==> src/sv/lbc_pkg.sv <==
// ----------------------------------------------------------------------------
// lbc_pkg
// shared sizes, codes and types of the lru block buffer cache
// ----------------------------------------------------------------------------
package lbc_pkg;

  localparam int NUM_SLOTS = 32;
  localparam int REF_BITS  = 8;

  localparam int SLOT_W = $clog2(NUM_SLOTS);
  localparam int CNT_W  = SLOT_W + 1;

  localparam logic [CNT_W-1:0]    SLOT_CNT  = CNT_W'(NUM_SLOTS);
  localparam logic [SLOT_W-1:0]   SLOT_LAST = SLOT_W'(NUM_SLOTS - 1);
  localparam logic [REF_BITS-1:0] REF_MAX   = '1;

  // field widths of the transactions
  localparam int DEV_W    = 8;
  localparam int BLK_W    = 32;
  localparam int ISLOT_W  = 5;
  localparam int REFOUT_W = 8;

  localparam logic OP_ACQUIRE = 1'b0;
  localparam logic OP_RELEASE = 1'b1;

  typedef enum logic [1:0] {
    ST_OK        = 2'd0,
    ST_NO_FREE   = 2'd1,
    ST_UNDERFLOW = 2'd2,
    ST_OVERFLOW  = 2'd3
  } status_t;

  typedef struct packed {
    logic                valid;
    logic [REF_BITS-1:0] count;
    logic [DEV_W-1:0]    dev;
    logic [BLK_W-1:0]    blk;
  } slot_entry_t;

  typedef struct packed {
    logic                hit_found;
    logic [SLOT_W-1:0]   hit_slot;
    logic [REF_BITS-1:0] hit_count;
    logic                hit_valid;
    logic                free_found;
    logic [SLOT_W-1:0]   free_slot;
  } scan_res_t;

endpackage

==> src/sv/lbc_scan.sv <==
// ----------------------------------------------------------------------------
// lbc_scan
// tracks first tag match and last free slot over a scan in recency order
// ----------------------------------------------------------------------------
module lbc_scan (
  input  logic                        clk,
  input  logic                        rst_n,
  input  logic                        clear,
  input  logic                        elem_valid,
  input  logic [lbc_pkg::SLOT_W-1:0]  elem_slot,
  input  lbc_pkg::slot_entry_t        elem_entry,
  input  logic [lbc_pkg::DEV_W-1:0]   key_dev,
  input  logic [lbc_pkg::BLK_W-1:0]   key_blk,
  output lbc_pkg::scan_res_t          result
);
  import lbc_pkg::*;

  scan_res_t res_r;
  logic      match;

  assign match  = (elem_entry.dev == key_dev) && (elem_entry.blk == key_blk);
  assign result = res_r;

  // elements arrive from mru to lru: keep the first match, the last free one
  always_ff @(posedge clk) begin
    if (!rst_n || clear) begin
      res_r <= '0;
    end else if (elem_valid) begin
      if (match && !res_r.hit_found) begin
        res_r.hit_found <= 1'b1;
        res_r.hit_slot  <= elem_slot;
        res_r.hit_count <= elem_entry.count;
        res_r.hit_valid <= elem_entry.valid;
      end
      if (elem_entry.count == '0) begin
        res_r.free_found <= 1'b1;
        res_r.free_slot  <= elem_slot;
      end
    end
  end

endmodule

==> src/sv/lru_block_buffer_cache.sv <==
// ----------------------------------------------------------------------------
// lru_block_buffer_cache
// buffer cache slot manager with tag match, reference counts and lru order
// ----------------------------------------------------------------------------
// acquire: from accept to result, one pass over the recency memory feeding
//   the slot memory, one read per cycle
// release: a slot read and check, plus a walk when the count drops to zero
//   (move to front walks the recency memory one entry per cycle)
// one transaction in flight: the next can be accepted in the same cycle that
//   the result goes valid; reset runs a clearing pass over all slots, in_tready low
module lru_block_buffer_cache (
  input  logic        clk,
  input  logic        rst_n,
  // input transaction
  input  logic        in_tvalid,
  output logic        in_tready,
  input  logic [47:0] in_tdata,   // device[7:0], block_number[39:8], slot[44:40]
  input  logic [0:0]  in_tuser,   // opcode[0]
  // result transaction
  output logic        out_tvalid,
  input  logic        out_tready,
  output logic [23:0] out_tdata   // result_slot[4:0], hit[5], needs_read[6],
                                  // refs_after[14:7], status[16:15]
);
  import lbc_pkg::*;

  typedef enum logic [2:0] {
    S_CLEAR, S_IDLE, S_SCAN, S_DECIDE, S_REL_RD, S_REL_CHK, S_MOVE, S_OUT
  } state_t;

  state_t state_r;

  // memories: slot entries and recency order (position 0 is mru)
  slot_entry_t       slot_mem [NUM_SLOTS];
  logic [SLOT_W-1:0] order_mem [NUM_SLOTS];

  slot_entry_t       slot_rdata_r;
  logic [SLOT_W-1:0] ord_rdata_r;

  logic              slot_we;
  logic [SLOT_W-1:0] slot_waddr;
  slot_entry_t       slot_wdata;
  logic [SLOT_W-1:0] slot_raddr;
  logic              order_we;
  logic [SLOT_W-1:0] order_waddr;
  logic [SLOT_W-1:0] order_wdata;
  logic [SLOT_W-1:0] order_raddr;

  // request
  logic [DEV_W-1:0]    req_dev_r;
  logic [BLK_W-1:0]    req_blk_r;
  logic [ISLOT_W-1:0]  req_slot_r;

  // clearing pass
  logic [SLOT_W-1:0]   clr_idx_r;

  // scan pipeline: issue order read, then slot read, then compare
  logic [CNT_W-1:0]    scan_issue_r;
  logic                p1_valid_r;
  logic                p1_last_r;
  logic                p2_valid_r;
  logic                p2_last_r;
  logic [SLOT_W-1:0]   p2_slot_r;
  logic                scan_clear;
  scan_res_t           scan_res;

  // move to front walk
  logic [CNT_W-1:0]    mv_issue_r;
  logic                mv_dv_r;
  logic [SLOT_W-1:0]   mv_wpos_r;
  logic [SLOT_W-1:0]   mv_carry_r;

  // staged result and output register
  logic [ISLOT_W-1:0]  res_slot_r;
  logic                res_hit_r;
  logic                res_rd_r;
  logic [REFOUT_W-1:0] res_refs_r;
  status_t             res_status_r;
  logic                out_tvalid_r;
  logic [23:0]         out_tdata_r;

  logic                hit_ovf;
  logic                rel_in_range;
  logic                rel_ok;
  logic [SLOT_W-1:0]   rel_idx;
  logic [REF_BITS-1:0] rel_count_dec;

  assign in_tready  = (state_r == S_IDLE);
  assign out_tvalid = out_tvalid_r;
  assign out_tdata  = out_tdata_r;

  assign scan_clear    = (state_r == S_IDLE) && in_tvalid;
  assign hit_ovf       = (scan_res.hit_count == REF_MAX);
  assign rel_idx       = SLOT_W'(req_slot_r);
  assign rel_in_range  = (32'(req_slot_r) < 32'(NUM_SLOTS));
  assign rel_ok        = rel_in_range && (slot_rdata_r.count != '0);
  assign rel_count_dec = slot_rdata_r.count - REF_BITS'(1);

  lbc_scan u_scan (
    .clk        (clk),
    .rst_n      (rst_n),
    .clear      (scan_clear),
    .elem_valid (p2_valid_r),
    .elem_slot  (p2_slot_r),
    .elem_entry (slot_rdata_r),
    .key_dev    (req_dev_r),
    .key_blk    (req_blk_r),
    .result     (scan_res)
  );

  // memory port steering by state
  always_comb begin
    slot_we     = 1'b0;
    slot_waddr  = '0;
    slot_wdata  = '0;
    slot_raddr  = '0;
    order_we    = 1'b0;
    order_waddr = '0;
    order_wdata = '0;
    order_raddr = '0;
    case (state_r)
      S_CLEAR: begin
        // tags, counts and valid marks to zero; position i holds slot N-1-i
        slot_we     = 1'b1;
        slot_waddr  = clr_idx_r;
        order_we    = 1'b1;
        order_waddr = clr_idx_r;
        order_wdata = SLOT_LAST - clr_idx_r;
      end
      S_SCAN: begin
        order_raddr = scan_issue_r[SLOT_W-1:0];
        slot_raddr  = ord_rdata_r;
      end
      S_DECIDE: begin
        if (scan_res.hit_found) begin
          // hit: bump the count and mark valid, unless the count is saturated
          if (!hit_ovf) begin
            slot_we          = 1'b1;
            slot_waddr       = scan_res.hit_slot;
            slot_wdata.valid = 1'b1;
            slot_wdata.count = scan_res.hit_count + REF_BITS'(1);
            slot_wdata.dev   = req_dev_r;
            slot_wdata.blk   = req_blk_r;
          end
        end else if (scan_res.free_found) begin
          // miss: retag the lru free slot, one reference, filled by caller
          slot_we          = 1'b1;
          slot_waddr       = scan_res.free_slot;
          slot_wdata.valid = 1'b1;
          slot_wdata.count = REF_BITS'(1);
          slot_wdata.dev   = req_dev_r;
          slot_wdata.blk   = req_blk_r;
        end
      end
      S_REL_RD: begin
        slot_raddr = rel_idx;
      end
      S_REL_CHK: begin
        if (rel_ok) begin
          slot_we          = 1'b1;
          slot_waddr       = rel_idx;
          slot_wdata       = slot_rdata_r;
          slot_wdata.count = rel_count_dec;
        end
      end
      S_MOVE: begin
        // read the next position while the previous one is rewritten
        order_raddr = mv_issue_r[SLOT_W-1:0];
        if (mv_dv_r) begin
          order_we    = 1'b1;
          order_waddr = mv_wpos_r;
          order_wdata = mv_carry_r;
        end
      end
      default: begin
      end
    endcase
  end

  always_ff @(posedge clk) begin
    if (slot_we) begin
      slot_mem[slot_waddr] <= slot_wdata;
    end
    slot_rdata_r <= slot_mem[slot_raddr];
  end

  always_ff @(posedge clk) begin
    if (order_we) begin
      order_mem[order_waddr] <= order_wdata;
    end
    ord_rdata_r <= order_mem[order_raddr];
  end

  // control state machine
  always_ff @(posedge clk) begin
    if (!rst_n) begin
      state_r      <= S_CLEAR;
      clr_idx_r    <= '0;
      scan_issue_r <= '0;
      p1_valid_r   <= 1'b0;
      p2_valid_r   <= 1'b0;
      mv_issue_r   <= '0;
      mv_dv_r      <= 1'b0;
      out_tvalid_r <= 1'b0;
    end else begin
      p1_valid_r <= (state_r == S_SCAN) && (scan_issue_r < SLOT_CNT);
      p2_valid_r <= p1_valid_r;
      p2_last_r  <= p1_last_r;
      p2_slot_r  <= ord_rdata_r;

      // the result stage reloads on its own when it hands over
      if (out_tvalid_r && out_tready && (state_r != S_OUT)) begin
        out_tvalid_r <= 1'b0;
      end

      case (state_r)
        S_CLEAR: begin
          clr_idx_r <= clr_idx_r + SLOT_W'(1);
          if (clr_idx_r == SLOT_LAST) begin
            state_r <= S_IDLE;
          end
        end
        S_IDLE: begin
          if (in_tvalid) begin
            req_dev_r    <= in_tdata[7:0];
            req_blk_r    <= in_tdata[39:8];
            req_slot_r   <= in_tdata[44:40];
            scan_issue_r <= '0;
            if (in_tuser[0] == OP_RELEASE) begin
              state_r <= S_REL_RD;
            end else begin
              state_r <= S_SCAN;
            end
          end
        end
        S_SCAN: begin
          if (scan_issue_r < SLOT_CNT) begin
            p1_last_r    <= (scan_issue_r == SLOT_CNT - CNT_W'(1));
            scan_issue_r <= scan_issue_r + CNT_W'(1);
          end
          // last element enters the scan unit at this edge
          if (p2_valid_r && p2_last_r) begin
            state_r <= S_DECIDE;
          end
        end
        S_DECIDE: begin
          if (scan_res.hit_found) begin
            res_slot_r <= ISLOT_W'(scan_res.hit_slot);
            res_hit_r  <= 1'b1;
            if (hit_ovf) begin
              res_rd_r     <= 1'b0;
              res_refs_r   <= REFOUT_W'(scan_res.hit_count);
              res_status_r <= ST_OVERFLOW;
            end else begin
              res_rd_r     <= !scan_res.hit_valid;
              res_refs_r   <= REFOUT_W'(scan_res.hit_count + REF_BITS'(1));
              res_status_r <= ST_OK;
            end
          end else if (scan_res.free_found) begin
            res_slot_r   <= ISLOT_W'(scan_res.free_slot);
            res_hit_r    <= 1'b0;
            res_rd_r     <= 1'b1;
            res_refs_r   <= REFOUT_W'(1);
            res_status_r <= ST_OK;
          end else begin
            res_slot_r   <= '0;
            res_hit_r    <= 1'b0;
            res_rd_r     <= 1'b0;
            res_refs_r   <= '0;
            res_status_r <= ST_NO_FREE;
          end
          state_r <= S_OUT;
        end
        S_REL_RD: begin
          state_r <= S_REL_CHK;
        end
        S_REL_CHK: begin
          res_slot_r <= req_slot_r;
          res_hit_r  <= 1'b0;
          res_rd_r   <= 1'b0;
          if (rel_ok) begin
            res_refs_r   <= REFOUT_W'(rel_count_dec);
            res_status_r <= ST_OK;
          end else begin
            res_refs_r   <= '0;
            res_status_r <= ST_UNDERFLOW;
          end
          if (rel_ok && (rel_count_dec == '0)) begin
            state_r    <= S_MOVE;
            mv_issue_r <= '0;
            mv_dv_r    <= 1'b0;
            mv_carry_r <= rel_idx;
          end else begin
            state_r <= S_OUT;
          end
        end
        S_MOVE: begin
          // shift entries down by one until the released slot is reached
          mv_dv_r   <= (mv_issue_r < SLOT_CNT) &&
                       !(mv_dv_r && (ord_rdata_r == rel_idx));
          mv_wpos_r <= mv_issue_r[SLOT_W-1:0];
          if (mv_issue_r < SLOT_CNT) begin
            mv_issue_r <= mv_issue_r + CNT_W'(1);
          end
          if (mv_dv_r) begin
            mv_carry_r <= ord_rdata_r;
            if (ord_rdata_r == rel_idx) begin
              state_r <= S_OUT;
            end
          end
        end
        S_OUT: begin
          if (!out_tvalid_r || out_tready) begin
            out_tvalid_r <= 1'b1;
            out_tdata_r  <= {7'd0, res_status_r, res_refs_r, res_rd_r,
                             res_hit_r, res_slot_r};
            state_r      <= S_IDLE;
          end
        end
        default: begin
          state_r <= S_IDLE;
        end
      endcase
    end
  end

  // a new result only comes out of the result stage
  a_out_from_stage: assert property (@(posedge clk) disable iff (!rst_n)
    $rose(out_tvalid) |-> $past(state_r == S_OUT))
    else $error("result appeared outside the result stage");

  // scan pipeline is only busy while scanning
  a_scan_confined: assert property (@(posedge clk) disable iff (!rst_n)
    p2_valid_r |-> (state_r == S_SCAN))
    else $error("scan element outside of scan");

  // an accepted transaction leaves idle
  a_accept_busy: assert property (@(posedge clk) disable iff (!rst_n)
    (in_tvalid && in_tready) |=> (state_r != S_IDLE))
    else $error("accepted transaction did not start work");

  // a successful hit never reports a zero count
  a_hit_count: assert property (@(posedge clk) disable iff (!rst_n)
    (out_tvalid && out_tdata[5] && (out_tdata[16:15] == ST_OK)) |->
      (out_tdata[14:7] != 8'd0))
    else $error("hit reported with zero references");

  // order writes in the move state only follow the release check or the walk
  a_move_write: assert property (@(posedge clk) disable iff (!rst_n)
    (state_r == S_MOVE && order_we) |-> $past(state_r == S_REL_CHK || state_r == S_MOVE))
    else $error("recency write outside move walk");

endmodule
==> config.mk <==
export PLATFORM = sky130hd
export DESIGN_NAME = lru_block_buffer_cache
export DESIGN_NICKNAME = d
export VERILOG_FILES = /design/src/sv/lbc_pkg.sv /design/src/sv/lbc_scan.sv /design/src/sv/lru_block_buffer_cache.sv
export SDC_FILE = /design/constraint.sdc
export NUM_CORES = 2
export LEC_CHECK = 0
export BUFFER_PORTS_ARGS = -buffer_cell sky130_fd_sc_hd__buf_2
export CORE_MARGIN = 4
export CORE_UTILIZATION = 35
export CTS_BUF_LIST = sky130_fd_sc_hd__clkbuf_4
export DETAILED_ROUTE_END_ITERATION = 16
export PLACE_DENSITY_LB_ADDON = 0.12
export SLEW_MARGIN = 20
export SYNTH_ARGS = -nofsm -noshare
export SYNTH_HDL_FRONTEND = slang
export SYNTH_SLANG_ARGS = --single-unit
==> constraint.sdc <==
create_clock -name clk -period 7.7 [get_ports clk]
set_input_delay 1.54 -clock clk [delete_from_list [all_inputs] [get_ports clk]]
set_output_delay 1.54 -clock clk [all_outputs]
set_load 0.01 [all_outputs]
# Word level (Yosys, flattened, before mapping)
# Memory sizes are Yosys's and may differ from the RTL's. A register that Yosys moved wholly into a read port is not among the register bits.
# Index checks and enable logic that the tools add are counted.
[classes] n_addsub=6 order_cmp=2 eq_ne=23 muxes=67 reduce_logical=36
[op_table] cell="49-bit two-way mux" n=4
[op_table] cell="49-bit case mux with 2 select lines" n=1
[op_table] cell="5-bit case mux with 2 select lines" n=6
[op_table] cell="5-bit two-way mux" n=9
[op_table] cell="32-bit == test" n=1
[op_table] cell="6-bit two-way mux" n=4
[op_table] cell="8-bit two-way mux" n=3
[op_table] cell="3-bit case mux with 8 select lines" n=1
[op_table] cell="6-bit case mux with 2 select lines" n=2
[op_table] cell="3-bit two-way mux" n=7
[op_table] cell="1-bit two-way mux" n=19
[op_table] cell="8-bit zero test" n=2
[op_table] cell="8-bit case mux with 2 select lines" n=1
[op_table] cell="5-bit case mux with 3 select lines" n=1
[op_table] cell="3-bit AND reduction" n=5
[op_table] cell="2-bit inequality test (second input constant)" n=7
[op_table] cell="6-bit by 1-bit adder with 6-bit output (second input constant)" n=2
[op_table] cell="3-bit == test (second input constant)" n=4
[op_table] cell="6-bit less-than comparator (second input constant)" n=2
[op_table] cell="1-bit logical AND" n=10
[op_table] cell="2-bit AND reduction" n=5
[op_table] cell="8-bit by 1-bit adder with 8-bit output (second input constant)" n=1
[op_table] cell="8-bit == test" n=1
[op_table] cell="8-bit == test (second input constant)" n=1
[op_table] cell="21 further kinds" n=35
[totals] regBits=141 ram_bits=1728 in_bits=53 output_inout_bits=26 elab_cells=164 memories=2
[memory_table] memory="slot_mem" words=32 width=49 read_ports=1 rd_clocked_by_memory_dff=1 write_ports=1 line="lru_block_buffer_cache.sv:34" text="slot_entry_t slot_mem [NUM_SLOTS];"
[memory_table] memory="order_mem" words=32 width=5 read_ports=1 rd_clocked_by_memory_dff=1 write_ports=1 line="lru_block_buffer_cache.sv:35" text="logic [SLOT_W-1:0] order_mem [NUM_SLOTS];"

# Depth between registers and ports, before layout
[depth] ltp_word=6 ltp_mapped=11 depth_no_buf=9

# Cells and area by module
# From an unflattened synthesis, not the netlist that was laid out.
[hier_totals] cells_unflattened=3716 hier_area_um2=74038.5
[by_module_without_submodules] module="lru_block_buffer_cache" n_inst=1 cells_per_inst=3566 area_per_inst_um2=72594.6 seq_area_each_um2=56334.0
[by_module_without_submodules] module="lbc_scan" n_inst=1 cells_per_inst=150 area_per_inst_um2=1443.9 seq_area_each_um2=420.4

# Least setup slack after synthesis
# No wires, ideal clock.
[synth_path] path_type="reg-to-reg" startpoint="reg u_scan.res_r, in the netlist u_scan.result[7]" endpoint="mem slot_mem[12][0] (netlist bit) (enable)" setup_time_ns=0.516 arrival_ns=5.136 required_ns=7.184 setup_slack_ns=2.048 path_stages_with_launch=9 n_path_buf=1 period_less_slack_ns=5.652 cell_sequence="dfxtp_1 > ha_1 > and4_1 > a21oi_1 > a221o_1 > a21oi_1 > nand2b_1 > clkbuf_1 > nor3_1"
[synth_via] elab_chain_len=6 word_cells_on_any_way=9 classes_between="1 x eq/ne; 8 x mux"
[synth_rtl] item="start: declaration" line="lbc_scan.sv:18" text="scan_res_t res_r;"
[synth_rtl] item="8-bit == test *" line="lru_block_buffer_cache.sv:93" text="assign hit_ovf = (scan_res.hit_count == REF_MAX);"
[synth_rtl] item="1-bit two-way mux" line="lru_block_buffer_cache.sv:137" text="if (!hit_ovf) begin"
[synth_rtl] item="1-bit two-way mux" line="lru_block_buffer_cache.sv:135" text="if (scan_res.hit_found) begin"
[synth_rtl] item="1-bit case mux with 3 select lines" line="lru_block_buffer_cache.sv:121" text="case (state_r)"
[synth_rtl] item="1-bit two-way mux" line="lru_block_buffer_cache.sv:181" text="if (slot_we) begin"
[synth_rtl] item="1-bit two-way mux (implied by the code)" line="lru_block_buffer_cache.sv:182" text="slot_mem[slot_waddr] <= slot_wdata;"
[synth_rtl] item="end: declaration" line="lru_block_buffer_cache.sv:34"
# Every way passes the cells marked *; elsewhere a longest branch is shown, timed or not.

# Worst setup path after layout
[layout_path] startpoint="reg state_r[2]" endpoint="mem slot_mem[28][8] (netlist bit) (enable)"
[layout_via] elab_chain_len=4 word_cells_on_any_way=7 classes_between="2 x eq/ne; 4 x mux; 1 x reduce/logical"
[layout_rtl] item="start: declaration" line="lru_block_buffer_cache.sv:31" text="state_t state_r;"
[layout_rtl] item="start signal: assignment" line="lru_block_buffer_cache.sv:197" text="state_r <= S_CLEAR;"
[layout_rtl] item="start signal: assignment" line="lru_block_buffer_cache.sv:220" text="state_r <= S_IDLE;"
[layout_rtl] item="start signal: assignment" line="lru_block_buffer_cache.sv:230" text="state_r <= S_REL_RD;"
[layout_rtl] item="3-bit == test, or another cell as far along" line="lru_block_buffer_cache.sv:121"
[layout_rtl] item="1-bit case mux with 3 select lines" line="lru_block_buffer_cache.sv:121"
[layout_rtl] item="1-bit two-way mux" line="lru_block_buffer_cache.sv:181"
[layout_rtl] item="1-bit two-way mux (implied by the code)" line="lru_block_buffer_cache.sv:182"
# Several ways; a longest one is shown, not always the timed one.

==> metrics.txt <==
# TYPE chip_impl_metric gauge
chip_impl_metric{name="finalClockSkew",unit="ns"} 0.08517
chip_impl_metric{name="postLayoutCellArea",unit="sq um"} 90960
chip_impl_info{name="path_class",value="flop to flop"} 1
chip_impl_metric{name="critPathMaxFanout",unit=""} 159
chip_impl_metric{name="area_of_the_die",unit="sq um"} 237900
chip_impl_metric{name="totalPowerFinal",unit="mW"} 21.36
chip_impl_metric{name="top_level_pins",unit=""} 79
chip_impl_metric{name="drive_gt1_frac",unit=""} 0.1842
chip_impl_metric{name="netlist_area",unit="sq um"} 80550
chip_impl_metric{name="power_density_relative_to_cell_area",unit="nW/um^2"} 234.9
chip_impl_info{name="clock_tree.root_cell",value="sky130_fd_sc_hd__clkbuf_4"} 1
chip_impl_metric{name="arrival",unit="ns"} 6.06
chip_impl_metric{name="cellLeakagePower",unit="nW"} 29.31
chip_impl_metric{name="synth_area_per_cell",unit="sq um"} 13.26
chip_impl_metric{name="first_pass_iteration_count_of_the_detailed_router",unit=""} 6
chip_impl_metric{name="cts.repair.resized",unit=""} 0
chip_impl_metric{name="vias_per_cell",unit=""} 5.583
chip_impl_metric{name="setup_viol",unit=""} 0
chip_impl_metric{name="vias",unit=""} 54409
chip_impl_metric{name="drt_wl_total",unit="microns"} 264500
chip_impl_info{name="netlist_top_cells_area",value="sky130_fd_sc_hd__edfxtp_1 68%, sky130_fd_sc_hd__nand2_1 3.9%, sky130_fd_sc_hd__a21oi_1 3.8%"} 1
chip_impl_metric{name="finalCoreUtilization",unit=""} 0.3987
chip_impl_info{name="cpMaxStageDelayCell",value="sky130_fd_sc_hd__buf_4"} 1
chip_impl_metric{name="insertion_delay",unit="ns"} 1.37
chip_impl_metric{name="postRouteAntennaNets",unit=""} 0
chip_impl_metric{name="report.final.hold_viol_count",unit=""} 0
chip_impl_info{name="cp_cell_sequence",value="buf_12 > nor3_1 > buf_4 > nand2_1 > o211ai_1 > a221oi_1 > nand2b_1 > nor2b_4 > buf_4"} 1
chip_impl_metric{name="cap_viol_max_count",unit=""} 0
chip_impl_metric{name="non_filler_instance_count_after_layout",unit=""} 9745
chip_impl_metric{name="synth-seq-area-share",unit=""} 0.7045
chip_impl_info{name="rsz_0062_raised_after_global_routing",value="false"} 1
chip_impl_info{name="critical_path.most_common_cell",value="sky130_fd_sc_hd__buf_4"} 1
chip_impl_metric{name="detail_route.wl_per_cell",unit="microns"} 27.15
chip_impl_metric{name="floorplan.die.width",unit="microns"} 487.7
chip_impl_metric{name="cts_inserted_buffers",unit=""} 548
chip_impl_metric{name="drt_drc_violations_left",unit=""} 0
chip_impl_info{name="synthFlopType",value="sky130_fd_sc_hd__edfxtp_1"} 1
chip_impl_metric{name="layout_worst_path_cycle_share",unit=""} 0.6697
chip_impl_info{name="outcome",value="finished, final reports clean"} 1
chip_impl_metric{name="timing_max_transition_violations_final",unit=""} 0
chip_impl_metric{name="drt_iter0_drc",unit=""} 4612
chip_impl_metric{name="cts_hold_repair.buffers",unit=""} 0
chip_impl_metric{name="timing.max_slew.rel_slack",unit=""} 0.2082
chip_impl_metric{name="placementRows",unit=""} 175
chip_impl_metric{name="post_synthesis_sequential_element_count",unit=""} 1923
chip_impl_metric{name="yosysUniqueCellTypes",unit=""} 78
chip_impl_metric{name="global_route.usage.total",unit=""} 0.2173
chip_impl_info{name="synth_area_leader_cell",value="sky130_fd_sc_hd__edfxtp_1"} 1
chip_impl_metric{name="post-place-cells",unit=""} 8803
chip_impl_info{name="category_of_the_worst_setup_path_launch_point",value="flop"} 1
chip_impl_metric{name="first_global_vias",unit=""} 53252
chip_impl_metric{name="timing.setup.tns",unit="ns"} 0
chip_impl_metric{name="portBuffers",unit=""} 68
chip_impl_info{name="final_common_cell",value="sky130_fd_sc_hd__edfxtp_1"} 1
chip_impl_metric{name="antenna_found_initial",unit=""} 9
chip_impl_metric{name="synthCells",unit=""} 6073
chip_impl_metric{name="postCtsSetupRepairBufs",unit=""} 0
chip_impl_metric{name="fp.coreArea",unit="sq um"} 228200
chip_impl_metric{name="synth_top_area_share",unit=""} 0.6799
chip_impl_info{name="hold_path.class",value="input port to flop"} 1
chip_impl_metric{name="clkSinkCount",unit=""} 1923
chip_impl_metric{name="clk_path_buf_depth",unit=""} 4
chip_impl_metric{name="max-vdd-ir-drop",unit="uV"} 172.3
chip_impl_metric{name="critical_path.n_buffers_inverters",unit=""} 3
chip_impl_metric{name="post_dp_cell_area",unit="sq um"} 84110
chip_impl_metric{name="worstMarginPinSlew",unit="ns"} 1.188
chip_impl_info{name="cp-end-kind",value="flop"} 1
chip_impl_metric{name="timing.critical_path.required",unit="ns"} 8.60
chip_impl_metric{name="grt_start_max_net_pins",unit=""} 183
chip_impl_metric{name="post_layout_net_count",unit=""} 6408
chip_impl_metric{name="maxClockFrequency",unit="MHz"} 193.9
chip_impl_metric{name="global_route_wire_length_before_repair",unit="microns"} 377500
chip_impl_metric{name="area_growth_syn_to_layout",unit="%"} 12.92
chip_impl_info{name="most-common-layout-cells",value="1824 x sky130_fd_sc_hd__edfxtp_1, 836 x sky130_fd_sc_hd__nand2_1, 830 x sky130_fd_sc_hd__clkbuf_4, 615 x sky130_fd_sc_hd__a21oi_1, 303 x sky130_fd_sc_hd__o22ai_1"} 1
chip_impl_metric{name="overflow",unit=""} 0
chip_impl_metric{name="synth_warnings",unit=""} 0
chip_impl_metric{name="slowest_delay",unit="ns"} 0.90
chip_impl_info{name="path_delay_family",value="buffers and inverters"} 1
chip_impl_metric{name="htree_levels",unit=""} 6
chip_impl_metric{name="synthArstFlopShare",unit=""} 0
chip_impl_metric{name="detailed_place_hpwl",unit="microns"} 135400
chip_impl_info{name="tritoncts",value="yes"} 1
chip_impl_metric{name="die_height",unit="microns"} 487.7
chip_impl_metric{name="gpl.final_weighted_congestion",unit=""} 0.7554
chip_impl_metric{name="floorplan.initialDensity",unit=""} 0.3531
chip_impl_metric{name="clk_pin_slew_worst_paths",unit="ns"} 0.08
chip_impl_metric{name="synth_enable_flop_cells",unit=""} 1824
chip_impl_metric{name="min_period",unit="ns"} 5.157
## flip-flops by register name, indices dropped and copies added (netlist names), 6 cells and up
| register | cells |
|---|---|
| mv_issue_r | 6 |
| order_mem | 160 |
| out_tdata | 17 |
| req_blk_r | 32 |
| req_dev_r | 8 |
| res_refs_r | 8 |
| scan_issue_r | 6 |
| slot_mem | 1568 |
| slot_rdata_r | 49 |
| u_scan.result | 21 |
## where the power goes
part | internal (mW) | switching [mW]
Clock | 5.05 | 4.31
Combinational | 0.145 | 0.331
Sequential | 11.5 | 0.0707
Total | 16.7 | 4.71
## final timing paths
kind / startpoint / endpoint / slack [ns] / cells after the start
worst max-delay path: state_r[2] / slot_mem[28][8] / 2.54 / 9
worst min-delay path: in_tdata[33] / req_blk_r[25] / 0.35 / 1
worst max register to register: state_r[2] / slot_mem[28][8] / 2.54 / 9
worst min register to register: res_slot_r[4] / out_tdata[4] / 0.42 / 0
## area by class of cell
cell class / count / area, sq um
Fill cell: 21700 / 137200
Sequential cell: 1923 / 56770
Multi-Input combinational cell: 3647 / 21960
Clock buffer: 830 / 6231
Tap cell: 3009 / 3765
Timing Repair Buffer: 211 / 1617
Clock inverter: 107 / 551.8
Inverter: 15 / 57.56
Antenna cell: 3 / 7.507
## worst register-to-register path, cell delays in order (launching register included)
cell                       delay [ns]
sky130_fd_sc_hd__dfxtp_4         0.72
sky130_fd_sc_hd__buf_12          0.56
sky130_fd_sc_hd__nor3_1          0.33
sky130_fd_sc_hd__buf_4           0.25
sky130_fd_sc_hd__nand2_1         0.17
sky130_fd_sc_hd__o211ai_1        0.24
sky130_fd_sc_hd__a221oi_1        0.35
sky130_fd_sc_hd__nand2b_1        0.49
sky130_fd_sc_hd__nor2b_4         0.65
sky130_fd_sc_hd__buf_4           0.90
## cells in the mapped netlist, types with 125 or more instances
master	instances
sky130_fd_sc_hd__edfxtp_1	1824
sky130_fd_sc_hd__nand2_1	837
sky130_fd_sc_hd__a21oi_1	616
sky130_fd_sc_hd__o22ai_1	308
sky130_fd_sc_hd__clkbuf_1	259
sky130_fd_sc_hd__a22oi_1	251
sky130_fd_sc_hd__nor3_1	174
sky130_fd_sc_hd__nor2_1	160
sky130_fd_sc_hd__a211oi_1	153
sky130_fd_sc_hd__nor3b_1	152
sky130_fd_sc_hd__buf_2	137
sky130_fd_sc_hd__and3_1	125
## layer usage
layer / routed length, microns / vias to the layer above / global-route usage
li1: - / 24320 / -
met1: 113900 / 27574 / 0.2909
met2: 125700 / 2020 / 0.3535
met3: 16260 / 491 / 0.03826
met4: 8715 / 4 / 0.08159
met5: 25 / - / 0
## metrics by stage
step / hold WS (ns) / worst slack [ns]
after global placement: 0.4127 / 2.565
after global routing: 0.1945 / 2.298
after CTS: 0.1325 / 2.478
after detailed placement: 0.4079 / 2.513
final: 0.3519 / 2.543
after floorplan: 0.4003 / 2.048
## logic make-up after synthesis
group | count (synthesis) | synth area share
other cells | 1 | 0.00004655
buf+inv | 509 | 0.02939
compound gates | 1784 | 0.1466
simple gates | 1706 | 0.1014
flops | 1923 | 0.7045
xor+xnor | 65 | 0.007067
mux | 76 | 0.009583
fa+ha+maj | 9 | 0.001398
(Power assumes the default switching activity.)
